<file path="src/hdl/ptsp_pkg.sv">
`timescale 1ns / 1ps
`default_nettype none
package ptsp_pkg;

  localparam int DUTY_BITS = 16;
  localparam logic [31:0] DUTY_MASK = (32'd1 << DUTY_BITS) - 32'd1;

  localparam int DUTY_W  = 16;
  localparam int PWR_W   = 20;
  localparam int STAMP_W = 32;
  localparam int STEP_W  = 17;
  localparam int CFG_W   = 16;
  localparam int IDX_W   = 2;
  localparam int PROD_W  = PWR_W + DUTY_W;
  localparam int DIVR_W  = CFG_W + 4;
  localparam int DIV_STEPS = PROD_W;
  localparam int CNT_W   = $clog2(DIV_STEPS);

  localparam logic [IDX_W-1:0] CFG_RANGE_MIN  = 2'd0;
  localparam logic [IDX_W-1:0] CFG_RANGE_MAX  = 2'd1;
  localparam logic [IDX_W-1:0] CFG_FULL_SCALE = 2'd2;
  localparam logic [IDX_W-1:0] CFG_ATTACHED   = 2'd3;

  localparam logic OP_TICK  = 1'b0;
  localparam logic OP_START = 1'b1;

  typedef enum logic [1:0] {
    ST_IDLE,
    ST_MUL,
    ST_DIV,
    ST_FIN
  } ptsp_state_t;

  typedef struct packed {
    logic load;
    logic mul;
    logic div_step;
    logic commit;
  } ptsp_cmd_t;

  typedef struct packed {
    logic need_map;
  } ptsp_stat_t;

  function automatic logic [DUTY_W-1:0] duty_mask(input logic [DUTY_W-1:0] v);
    return v & DUTY_MASK[DUTY_W-1:0];
  endfunction

endpackage
`default_nettype wire

</file>
<file path="src/hdl/ptsp_in_if.sv">
`timescale 1ns / 1ps
`default_nettype none
interface ptsp_in_if import ptsp_pkg::*; ();
  logic               valid;
  logic               ready;
  logic               opcode;
  logic               timer_elapsed;
  logic               source_found;
  logic               source_reachable;
  logic [STAMP_W-1:0] update_stamp;
  logic               channel_present;
  logic [PWR_W-1:0]   power_reading;

  modport source (
    output valid, opcode, timer_elapsed, source_found, source_reachable,
           update_stamp, channel_present, power_reading,
    input  ready
  );
  modport sink (
    input  valid, opcode, timer_elapsed, source_found, source_reachable,
           update_stamp, channel_present, power_reading,
    output ready
  );
endinterface
`default_nettype wire

</file>
<file path="src/hdl/ptsp_out_if.sv">
`timescale 1ns / 1ps
`default_nettype none
interface ptsp_out_if import ptsp_pkg::*; ();
  logic              valid;
  logic              ready;
  logic [DUTY_W-1:0] duty_position;
  logic              duty_changed;

  modport source (output valid, duty_position, duty_changed, input ready);
  modport sink (input valid, duty_position, duty_changed, output ready);
endinterface
`default_nettype wire

</file>
<file path="src/hdl/ptsp_ctrl.sv">
`timescale 1ns / 1ps
`default_nettype none
module ptsp_ctrl import ptsp_pkg::*; (
  input  wire logic       clk,
  input  wire logic       rst,
  input  wire logic       in_valid,
  output logic            in_ready,
  output logic            out_valid,
  input  wire logic       out_ready,
  input  wire ptsp_stat_t stat,
  output ptsp_cmd_t       cmd
);

  ptsp_state_t      state;
  ptsp_state_t      state_next;
  logic [CNT_W-1:0] cnt;
  logic             out_free;
  logic             div_last;

  assign out_free = !out_valid || out_ready;
  assign div_last = (cnt == CNT_W'(DIV_STEPS - 1));

  always_comb begin
    state_next = state;
    unique case (state)
      ST_IDLE: begin
        if (in_valid) begin
          state_next = ST_MUL;
        end
      end
      ST_MUL: begin
        state_next = stat.need_map ? ST_DIV : ST_FIN;
      end
      ST_DIV: begin
        if (div_last) begin
          state_next = ST_FIN;
        end
      end
      ST_FIN: begin
        if (out_free) begin
          state_next = ST_IDLE;
        end
      end
      default: state_next = ST_IDLE;
    endcase
  end

  always_comb begin
    in_ready = 1'b0;
    cmd      = '0;
    unique case (state)
      ST_IDLE: begin
        in_ready = 1'b1;
        cmd.load = in_valid;
      end
      ST_MUL: cmd.mul = 1'b1;
      ST_DIV: cmd.div_step = 1'b1;
      ST_FIN: cmd.commit = out_free;
      default: cmd = '0;
    endcase
  end

  always_ff @(posedge clk) begin
    if (rst) begin
      state     <= ST_IDLE;
      cnt       <= '0;
      out_valid <= 1'b0;
    end else begin
      state <= state_next;
      if (cmd.mul) begin
        cnt <= '0;
      end else if (cmd.div_step) begin
        cnt <= cnt + CNT_W'(1);
      end
      if (cmd.commit) begin
        out_valid <= 1'b1;
      end else if (out_ready) begin
        out_valid <= 1'b0;
      end
    end
  end

endmodule
`default_nettype wire

</file>
<file path="src/hdl/ptsp_dp.sv">
`timescale 1ns / 1ps
`default_nettype none
module ptsp_dp import ptsp_pkg::*; (
  input  wire logic               clk,
  input  wire logic               rst,
  input  wire logic               cfg_write,
  input  wire logic [IDX_W-1:0]   cfg_index,
  input  wire logic [CFG_W-1:0]   cfg_data,
  input  wire logic               opcode,
  input  wire logic               timer_elapsed,
  input  wire logic               source_found,
  input  wire logic               source_reachable,
  input  wire logic [STAMP_W-1:0] update_stamp,
  input  wire logic               channel_present,
  input  wire logic [PWR_W-1:0]   power_reading,
  input  wire ptsp_cmd_t          cmd,
  output ptsp_stat_t              stat,
  output logic [DUTY_W-1:0]       duty_position,
  output logic                    duty_changed
);

  logic [DUTY_W-1:0]  range_min;
  logic [DUTY_W-1:0]  range_max;
  logic [CFG_W-1:0]   full_scale;
  logic               attached;

  logic [DUTY_W-1:0]  current_duty;
  logic [STEP_W-1:0]  sweep_step;
  logic               sweep_active;
  logic [STAMP_W-1:0] seen_stamp;

  logic               op_r;
  logic               elapsed_r;
  logic               found_r;
  logic               reach_r;
  logic [STAMP_W-1:0] stamp_r;
  logic               chan_r;
  logic [PWR_W-1:0]   power_r;

  logic [PROD_W-1:0]  quo;
  logic [DIVR_W-1:0]  rem;

  logic               desc;
  logic [DUTY_W-1:0]  mag;
  logic [DIVR_W-1:0]  divisor;
  logic [DIVR_W:0]    rem_shift;
  logic [DIVR_W:0]    trial;
  logic               fs_zero;
  logic               sat;
  logic [DUTY_W-1:0]  q_clamp;
  logic [DUTY_W-1:0]  mapped;
  logic [STEP_W-1:0]  step_inc;
  logic [STEP_W-1:0]  step_dec;

  logic [DUTY_W-1:0]  pos;
  logic [STEP_W-1:0]  sweep_step_next;
  logic               sweep_active_next;
  logic [DUTY_W-1:0]  current_duty_next;
  logic [STAMP_W-1:0] seen_stamp_next;
  logic               changed_next;

  assign desc      = range_min > range_max;
  assign mag       = desc ? (range_min - range_max) : (range_max - range_min);
  assign divisor   = {full_scale, 4'b0000};
  assign fs_zero   = (full_scale == '0);
  assign rem_shift = {rem, quo[PROD_W-1]};
  assign trial     = rem_shift - {1'b0, divisor};

  assign sat      = (|quo[PROD_W-1:DUTY_W]) || (quo[DUTY_W-1:0] >= mag);
  assign q_clamp  = sat ? mag : quo[DUTY_W-1:0];
  assign mapped   = desc ? (range_min - q_clamp) : (range_min + q_clamp);
  assign step_inc = sweep_step + STEP_W'(1);
  assign step_dec = sweep_step - STEP_W'(1);

  assign stat.need_map = (op_r == OP_TICK) && !sweep_active && attached && found_r &&
                         reach_r && (stamp_r != seen_stamp) && chan_r && !fs_zero;

  always_comb begin
    pos               = current_duty;
    sweep_step_next   = sweep_step;
    sweep_active_next = sweep_active;
    seen_stamp_next   = seen_stamp;
    current_duty_next = current_duty;
    changed_next      = 1'b0;
    if (op_r == OP_START) begin
      sweep_step_next   = {1'b0, range_min};
      sweep_active_next = 1'b1;
      current_duty_next = duty_mask(range_max);
    end else begin
      priority if (sweep_active) begin
        if (elapsed_r) begin
          if (desc) begin
            if (sweep_step <= {1'b0, range_max}) begin
              sweep_active_next = 1'b0;
              sweep_step_next   = '0;
              pos               = range_min;
            end else begin
              sweep_step_next = step_dec;
              pos             = step_dec[DUTY_W-1:0];
            end
          end else begin
            if (step_inc > {1'b0, range_max}) begin
              sweep_active_next = 1'b0;
              sweep_step_next   = '0;
              pos               = range_min;
            end else begin
              sweep_step_next = step_inc;
              pos             = step_inc[DUTY_W-1:0];
            end
          end
        end
      end else if (!attached || !found_r || !reach_r) begin
        pos = range_min;
      end else if (stamp_r == seen_stamp) begin
        pos = current_duty;
      end else begin
        seen_stamp_next = stamp_r;
        if (!chan_r) begin
          pos = range_min;
        end else if (fs_zero) begin
          pos = range_max;
        end else begin
          pos = mapped;
        end
      end
      pos               = duty_mask(pos);
      changed_next      = (pos != current_duty);
      current_duty_next = pos;
    end
  end

  always_ff @(posedge clk) begin
    if (rst) begin
      range_min    <= '0;
      range_max    <= '1;
      full_scale   <= CFG_W'(1000);
      attached     <= 1'b1;
      current_duty <= '0;
      sweep_step   <= '0;
      sweep_active <= 1'b0;
      seen_stamp   <= '0;
    end else begin
      if (cfg_write) begin
        unique case (cfg_index)
          CFG_RANGE_MIN:  range_min  <= cfg_data;
          CFG_RANGE_MAX:  range_max  <= cfg_data;
          CFG_FULL_SCALE: full_scale <= cfg_data;
          CFG_ATTACHED:   attached   <= cfg_data[0];
          default:        attached   <= attached;
        endcase
      end
      if (cmd.commit) begin
        current_duty <= current_duty_next;
        sweep_step   <= sweep_step_next;
        sweep_active <= sweep_active_next;
        seen_stamp   <= seen_stamp_next;
      end
    end
  end

  always_ff @(posedge clk) begin
    if (cmd.load) begin
      op_r      <= opcode;
      elapsed_r <= timer_elapsed;
      found_r   <= source_found;
      reach_r   <= source_reachable;
      stamp_r   <= update_stamp;
      chan_r    <= channel_present;
      power_r   <= power_reading;
    end
    if (cmd.mul) begin
      quo <= PROD_W'(power_r) * PROD_W'(mag);
      rem <= '0;
    end else if (cmd.div_step) begin
      if (!trial[DIVR_W]) begin
        rem <= trial[DIVR_W-1:0];
        quo <= {quo[PROD_W-2:0], 1'b1};
      end else begin
        rem <= rem_shift[DIVR_W-1:0];
        quo <= {quo[PROD_W-2:0], 1'b0};
      end
    end
    if (cmd.commit) begin
      duty_position <= current_duty_next;
      duty_changed  <= changed_next;
    end
  end

endmodule
`default_nettype wire

</file>
<file path="src/hdl/power_to_servo_position_core.sv">
`timescale 1ns / 1ps
`default_nettype none
// Channel   Direction  Word
// reading   in         opcode, timer_elapsed, source flags, update_stamp,
//                      channel_present, power_reading
// duty      out        duty_position, duty_changed
// cfg_*     in         register write: cfg_write, cfg_index, cfg_data
//
// A word that needs a fresh power mapping passes through the multiply state, the
// bit-serial divider state and the commit state after acceptance; every other
// word passes through the multiply state and the commit state only. The next word
// can be accepted in the cycle after the commit, so one word is in flight at a time.
// A result that has not been taken holds back the commit and with it the input.
// Reset is synchronous and restores the register defaults and the mapper state.
module power_to_servo_position_core import ptsp_pkg::*; (
  input  wire logic             clk,
  input  wire logic             rst,
  input  wire logic             cfg_write,
  input  wire logic [IDX_W-1:0] cfg_index,
  input  wire logic [CFG_W-1:0] cfg_data,
  ptsp_in_if.sink               reading,
  ptsp_out_if.source            duty
);

  ptsp_cmd_t  cmd;
  ptsp_stat_t stat;

  ptsp_ctrl u_ctrl (
    .clk       (clk),
    .rst       (rst),
    .in_valid  (reading.valid),
    .in_ready  (reading.ready),
    .out_valid (duty.valid),
    .out_ready (duty.ready),
    .stat      (stat),
    .cmd       (cmd)
  );

  ptsp_dp u_dp (
    .clk              (clk),
    .rst              (rst),
    .cfg_write        (cfg_write),
    .cfg_index        (cfg_index),
    .cfg_data         (cfg_data),
    .opcode           (reading.opcode),
    .timer_elapsed    (reading.timer_elapsed),
    .source_found     (reading.source_found),
    .source_reachable (reading.source_reachable),
    .update_stamp     (reading.update_stamp),
    .channel_present  (reading.channel_present),
    .power_reading    (reading.power_reading),
    .cmd              (cmd),
    .stat             (stat),
    .duty_position    (duty.duty_position),
    .duty_changed     (duty.duty_changed)
  );

endmodule
`default_nettype wire
</file>
<file path="src/flat_wrapper.sv">
// flat-port wrapper written by rule: the top's interface ports become plain ports
module power_to_servo_position_core_flat import ptsp_pkg::*;
  (clk, rst, cfg_write, cfg_index, cfg_data, reading_valid, reading_opcode, reading_timer_elapsed, reading_source_found, reading_source_reachable, reading_update_stamp, reading_channel_present, reading_power_reading, reading_ready, duty_valid, duty_duty_position, duty_duty_changed, duty_ready);
  ptsp_in_if reading_i ();
  ptsp_out_if duty_i ();
  input  wire logic clk;
  input  wire logic rst;
  input  wire logic cfg_write;
  input  wire logic [IDX_W-1:0] cfg_index;
  input  wire logic [CFG_W-1:0] cfg_data;
  input wire logic [$bits(reading_i.valid)-1:0] reading_valid;
  input wire logic [$bits(reading_i.opcode)-1:0] reading_opcode;
  input wire logic [$bits(reading_i.timer_elapsed)-1:0] reading_timer_elapsed;
  input wire logic [$bits(reading_i.source_found)-1:0] reading_source_found;
  input wire logic [$bits(reading_i.source_reachable)-1:0] reading_source_reachable;
  input wire logic [$bits(reading_i.update_stamp)-1:0] reading_update_stamp;
  input wire logic [$bits(reading_i.channel_present)-1:0] reading_channel_present;
  input wire logic [$bits(reading_i.power_reading)-1:0] reading_power_reading;
  output wire logic [$bits(reading_i.ready)-1:0] reading_ready;
  output wire logic [$bits(duty_i.valid)-1:0] duty_valid;
  output wire logic [$bits(duty_i.duty_position)-1:0] duty_duty_position;
  output wire logic [$bits(duty_i.duty_changed)-1:0] duty_duty_changed;
  input wire logic [$bits(duty_i.ready)-1:0] duty_ready;
  assign reading_i.valid = reading_valid;
  assign reading_i.opcode = reading_opcode;
  assign reading_i.timer_elapsed = reading_timer_elapsed;
  assign reading_i.source_found = reading_source_found;
  assign reading_i.source_reachable = reading_source_reachable;
  assign reading_i.update_stamp = reading_update_stamp;
  assign reading_i.channel_present = reading_channel_present;
  assign reading_i.power_reading = reading_power_reading;
  assign reading_ready = reading_i.ready;
  assign duty_valid = duty_i.valid;
  assign duty_duty_position = duty_i.duty_position;
  assign duty_duty_changed = duty_i.duty_changed;
  assign duty_i.ready = duty_ready;
  power_to_servo_position_core u_core (.clk(clk), .rst(rst), .cfg_write(cfg_write), .cfg_index(cfg_index), .cfg_data(cfg_data), .reading(reading_i), .duty(duty_i));
endmodule
</file>
<file path="config.mk">
export PLATFORM = sky130hd
export DESIGN_NAME = power_to_servo_position_core_flat
export DESIGN_NICKNAME = d
export VERILOG_FILES = /design/src/hdl/ptsp_pkg.sv /design/src/hdl/ptsp_in_if.sv /design/src/hdl/ptsp_out_if.sv /design/src/hdl/ptsp_ctrl.sv /design/src/hdl/ptsp_dp.sv /design/src/hdl/power_to_servo_position_core.sv /design/src/flat_wrapper.sv
export SDC_FILE = /design/constraint.sdc
export NUM_CORES = 2
export LEC_CHECK = 0
export BUFFER_PORTS_ARGS = -buffer_cell sky130_fd_sc_hd__clkbuf_2
export CORE_ASPECT_RATIO = 1.5
export CORE_MARGIN = 5
export CORE_UTILIZATION = 55
export DETAILED_ROUTE_END_ITERATION = 6
export PLACE_DENSITY = 0.74
export SLEW_MARGIN = 5
export SYNTH_ARGS = -nofsm -noshare
export SYNTH_HDL_FRONTEND = slang
export SYNTH_SLANG_ARGS = --single-unit
</file>
<file path="constraint.sdc">
create_clock -name clk -period 11.66 [get_ports clk]
set_clock_uncertainty 0.2 [all_clocks]
set_input_delay 1.166 -clock clk [delete_from_list [all_inputs] [get_ports clk]]
set_output_delay 1.166 -clock clk [all_outputs]
set_load 0.005 [all_outputs]
</file>
## Word-level counts from Yosys, hierarchy flattened

Index checks and enable logic that the tools add are counted.

| storage, ports and cells | value |
|---|---|
| flip-flop bits (word level) | 254 |
| bits in latches | 0 |
| memory bits (writable) | 0 |
| bits in read-only memories | 0 |
| output and inout bits | 19 |
| logic and storage cells | 127 |
| memories | 0 |

| operators by class | value |
|---|---|
| add/subtract/negate cells | 8 |
| multiply operators | 1 |
| div/mod/pow operators | 0 |
| order comparisons | 4 |
| equality and inequality tests | 13 |
| shift operators | 0 |
| multiplexer cells | 42 |
| bitwise operators | 4 |
| reductions and logical operators | 33 |

Operator list:

| cell | number |
|---|---|
| 16-bit two-way mux | 14 |
| 17-bit two-way mux | 6 |
| 36-bit two-way mux | 2 |
| 16-bit subtractor | 3 |
| 20-bit by 16-bit multiplier with 36-bit output | 1 |
| 32-bit equality test | 1 |
| 32-bit inequality test | 1 |
| 21-bit by 20-bit subtractor with 21-bit output | 1 |
| 20-bit two-way mux | 1 |
| 20-bit OR reduction | 1 |
| 17-bit by 1-bit adder with 17-bit output (second input constant) | 1 |
| 17-bit by 16-bit greater-than comparator with 1-bit output | 1 |
| 17-bit by 16-bit <= comparator with 1-bit output | 1 |
| 17-bit by 1-bit subtractor with 17-bit output (second input constant) | 1 |
| 16-bit adder | 1 |
| 16-bit greater-or-equal comparator | 1 |
| 16-bit greater-than comparator | 1 |
| 16-bit logical NOT | 1 |
| 16-bit inequality test | 1 |
| 1-bit two-way mux | 15 |
| 2-bit equality test (second input constant) | 4 |
| 2-bit one-hot mux with 4 select lines | 1 |
| 2-bit AND reduction | 4 |
| 2-bit nonzero test | 4 |
| other kinds (13) | 37 |

## Depth between registers and ports, before layout

| logic depth | value |
|---|---|
| depth in word-level cells | 14 |
| gate-level depth with buffers | 44 |

## Modules after synthesis

A second synthesis with hierarchy kept.

| second synthesis, totals | value |
|---|---|
| cell total of the unflattened synthesis | 3163 |
| area, all modules | 27247.4 sq um |

By module, submodules not included:

| module | instances | cells each | area an instance (sq um) | sequential area each (sq um) |
|---|---|---|---|---|
| ptsp_dp | 1 | 3109 | 26751.9 | 6005.8 |
| ptsp_ctrl | 1 | 54 | 495.5 | 180.2 |

## Worst setup path after synthesis

No wires, ideal clock.

| timing | value |
|---|---|
| path type | register to register |
| start point | register u_core.u_dp.range_min[3] |
| end point | register u_core.u_dp.duty_changed, data pin |
| data arrival time | 8.839 ns |
| data required time | 11.190 ns |
| path slack | 2.351 ns |
| stages on the path, launching flop included | 42 |
| cells stage by stage | dfxtp_1 inv_1 ha_1 clkbuf_1 a21oi_1 a21oi_1 o31ai_1 a21o_2 buf_6 nor2_1 a221oi_2 and2_1 clkbuf_1 buf_1 inv_1 ha_1 nand2_1 nor2_1 (+6 left out) a21boi_0 inv_1 ha_1 nand2_1 o21ai_0 fa_1 a211oi_1 o21ai_0 a41oi_1 mux2_2 a2111oi_0 o21ai_0 a32o_1 nor2b_1 a2111oi_0 o2111ai_1 o31ai_1 a311oi_1 |

| on the way | value |
|---|---|
| word-level cells in the longest chain between the ends | 14 |
| elaborated cells on any way between the ends | 21 |
| those cells by class | 4 x add/sub; 2 x order compare; 1 x eq/ne; 13 x mux; 1 x reduce/logical |

Ends and longest elaborated chain:

| item | line | text |
|---|---|---|
| start: declaration | ptsp_dp.sv:22 | `logic [DUTY_W-1:0] range_min;` |
| start signal: assignment | ptsp_dp.sv:145 | `CFG_RANGE_MIN: range_min <= cfg_data;` |
| 16-bit subtractor or 16-bit greater-than comparator (tied branches) | ptsp_dp.sv:63, ptsp_dp.sv:62 |  |
| 16-bit two-way mux | ptsp_dp.sv:63 | `assign mag = desc ? (range_min - range_max) : (range_max - range_min);` |
| 16-bit greater-or-equal comparator | ptsp_dp.sv:69 | `assign sat = (\|quo[PROD_W-1:DUTY_W]) \|\| (quo[DUTY_W-1:0] >= mag);` |
| 1-bit logical OR | ptsp_dp.sv:69 |  |
| 16-bit two-way mux | ptsp_dp.sv:70 | `assign q_clamp = sat ? mag : quo[DUTY_W-1:0];` |
| 16-bit adder or 16-bit subtractor (tied branches) | ptsp_dp.sv:71 | `assign mapped = desc ? (range_min - q_clamp) : (range_min + q_clamp);` |
| 16-bit two-way mux | ptsp_dp.sv:71 |  |
| 16-bit two-way mux | ptsp_dp.sv:120 | `end else if (fs_zero) begin` |
| 16-bit two-way mux | ptsp_dp.sv:118 | `if (!chan_r) begin` |
| 16-bit two-way mux | ptsp_dp.sv:114 | `end else if (stamp_r == seen_stamp) begin` |
| 16-bit two-way mux | ptsp_dp.sv:112 | `end else if (!attached \|\| !found_r \|\| !reach_r) begin` |
| 16-bit two-way mux * | ptsp_dp.sv:90 | `priority if (sweep_active) begin` |
| 16-bit two-way mux * | ptsp_dp.sv:85 | `if (op_r == OP_START) begin` |
| 16-bit inequality test * | ptsp_dp.sv:127 | `changed_next = (pos != current_duty);` |
| end signal: assignment | ptsp_dp.sv:185 | `duty_changed <= changed_next;` |
| end: declaration | ptsp_dp.sv:19 | `output logic duty_changed` |

Every way passes the cells marked *; elsewhere a longest branch is shown, timed or not. The select of a mux whose other input is x is not followed.
A chain may end at the register's enable or synchronous reset.

## Worst setup path after layout

| timing | value |
|---|---|
| start point | register u_core.u_dp.range_min[4] |
| end point | register u_core.u_dp.duty_changed, data pin |

Same word-level chain as after synthesis.

==> run metrics <==
Slew @ Worst Pin 1.32 ns; GR peak layer met2; TritonRoute pass-1 iters 6; Mapped Nets 3754; critical path's largest stage delay 0.64 ns; Ant. Diodes 0; top post-synthesis cells by area fa_1 (19%), edfxtp_1 (12%), dfxtp_1 (11%); largest net degree at the start of global routing 78; status complete, no violations; Starting DRT DRC Count 1662; Critical Path Fanout Max 30; post-synthesis sequential area ratio 22.6%; Overall Global Routing Usage 32.5%; Avg WL per Cell 23.1 um; number of flops mapped to enable cells by yosys 110; Setup crit end kind flop; Clock Path Buffers 3; Mapped Cells 3194; Synth top area share 18.6%; Synth Register Bits 254; CTS hold repair buffers 0; Worst-path clk slew 0.07 ns; Crit path required time 11.77 ns; Crit path top cell by count o21ai_0; Setup CP Type reg2reg; met2 usage 56.9%; startpoint types flop; Ys Warns 0; RSZ-0062 raised after global routing false; vias in the first global route 24800; Die Ht 283 um; cts bufs inserted 28; Port-buffer cells 98; H-tree Lvls 1; Worst-Skew Late Latency 0.60 ns; # setup viols final 0; setup TNS 0 ns; layout cells sized above 1 8.72%; Yosys top cell by area fa_1; met1 Use GR 34.0%; CTS tree yes; library cells used by synthesis 91; Mapped Area 27300 um2; Starting Density 55.3%; Die X-Extent 192 um; drt total wl 89.6 mm; first-pass GRT wire length 137 mm; min-delay worst type reg2reg; Synth Flop Type dfxtp_1; total grt overflow 0; Crit path arrival time 11.13 ns; Root Buffer clkbuf_16; I/O pin count 99; final hold vios 0; final net count 3760; final worst-path cycle share 94.5%; drt drc 0; top cells by instance count after synthesis nand2_1 (496), inv_1 (367), fa_1 (254), ha_1 (226), a21oi_1 (214); clock period minus worst slack 11.02 ns; die area 54300 um2; maximum clock rate 0.0907 GHz; drt via density 6.13; syn_area_per_cell 8.55 um2; via count 23800; post-DP HPWL 70.5 mm; pre-CTS setup slack 0.223 ns; fin worst setup slack 0.638 ns; area growth from synthesis to layout 7.65%; antenna violations before repair 0; # clock sinks 254; Max-Cap Viols 0; antenna viol nets, final 0; CP max stage cell o31ai_1; relative slew slack 12.0%; met3 track demand over resource 4.36%; Max Slew Vio Count 0; # rows 100; core footprint 49400 um2; FFs w/ async S/R, synth 0%; most frequent cell after synthesis nand2_1; Placer Congestion 1.02
[cells by family after synthesis]
kind of cell             count (synthesis)  synth area share [%]
multiplexers                            67                  2.60
XOR/XNOR                               141                  4.52
buffers and inverters                  547                  7.75
flip-flops                             254                  22.6
AND/OR/NAND/NOR                       1073                  18.3
AO/OA/AOI/OAI                          632                  15.2
adder cells (fa/ha/maj)                480                  29.0
[registers in the layout, summed over array words and instances (netlist names), 17 cells and up]
| register | flops |
|---|---|
| u_core.u_dp.stamp_r | 32 |
| u_core.u_dp.seen_stamp | 32 |
| u_core.u_dp.power_r | 20 |
| u_core.u_dp.sweep_step | 17 |
| u_core.u_dp.rem | 20 |
| u_core.u_dp.quo | 36 |
[worst paths after layout]
path / start / end / slack [ns] / cells past startpoint
hold / removal: u_core.u_dp.seen_stamp[16]$_SDFFE_PP0P_ / u_core.u_dp.seen_stamp[16]$_SDFFE_PP0P_ / 0.27 / 2
setup reg to reg: u_core.u_dp.range_min[4]$_SDFFE_PP0P_ / u_core.u_dp.duty_changed$_SDFFCE_PP0P_ / 0.64 / 32
setup / recovery: u_core.u_dp.range_min[4]$_SDFFE_PP0P_ / u_core.u_dp.duty_changed$_SDFFCE_PP0P_ / 0.64 / 32
hold reg to reg: u_core.u_dp.seen_stamp[16]$_SDFFE_PP0P_ / u_core.u_dp.seen_stamp[16]$_SDFFE_PP0P_ / 0.27 / 2
[per-stage QoR]
step / hold WS [ns] / cells / util (%) / area, um2
2_1_floorplan: 0.249 / 3194 / - / 27300
3_3_place_gp: 0.254 / 3832 / 57.5 / 28400
3_5_place_dp: 0.262 / 3832 / 57.5 / 28400
4_1_cts: 0.270 / 3884 / 59.4 / 29400
5_1_grt: 0.289 / 3885 / 59.5 / 29400
6_report: 0.268 / 3885 / 59.5 / 29400
[per-layer routing]
layer  part of all wire [%]  vias to the layer above
met1                     33                    11600
met5                      0                        -
li1                       -                    10800
met4                     10                        0
met2                     50                     1013
met3                    5.9                      403
[placed cells by master, fill, tap and decap left out, drive strengths merged, types with 20 or more instances in the layout]
cell / synthesis / routed
nor4: 24 / 24
mux2i: 36 / 36
ha: 226 / 226
mux2: 31 / 31
or3: 21 / 21
and2: 88 / 88
o21ai: 97 / 97
nor2b: 45 / 45
and3: 23 / 23
nand2: 496 / 496
xor2: 39 / 39
xnor2: 102 / 102
a31oi: 20 / 20
a211o: 24 / 24
buf: 31 / 54
nand4: 37 / 37
nor2: 179 / 179
inv: 368 / 375
nand3: 58 / 58
clkbuf: 145 / 135
nor3: 38 / 38
a21oi: 216 / 217
edfxtp: 110 / 110
a211oi: 49 / 49
nand2b: 25 / 25
o211ai: 28 / 28
a21o: 29 / 29
dfxtp: 144 / 144
fa: 254 / 254
[layout make-up]
cell class / instances / area (um2)
multi-input cells: 2394 / 19200
clock inverters: 14 / 134
clock buffers: 38 / 810
inverters: 371 / 1390
well taps: 663 / 830
repair buffers: 151 / 891
fillers: 4353 / 20000
flip-flops and latches: 254 / 6190
[repair_timing]
item | 4_1_cts | 5_1_grt
buffers inserted | 0 | 0
setup endpoints to repair | 0 | 1
resized for setup | 0 | 4
[worst max-delay path: cells and delay by family, from the launching register on]
kind / cells / cell delay [ns]
multiplexers: 2 / 0.81
buffers and inverters: 3 / 0.40
adder cells (fa/ha/maj): 4 / 1.65
flip-flops: 1 / 0.45
XOR/XNOR: 1 / 0.58
AND/OR/NAND/NOR: 3 / 0.49
AO/OA/AOI/OAI: 19 / 6.14
Power is left out: the tool's default activity adds up to more than one toggle a clock period on the data nets, which glitch-free logic cannot reach.
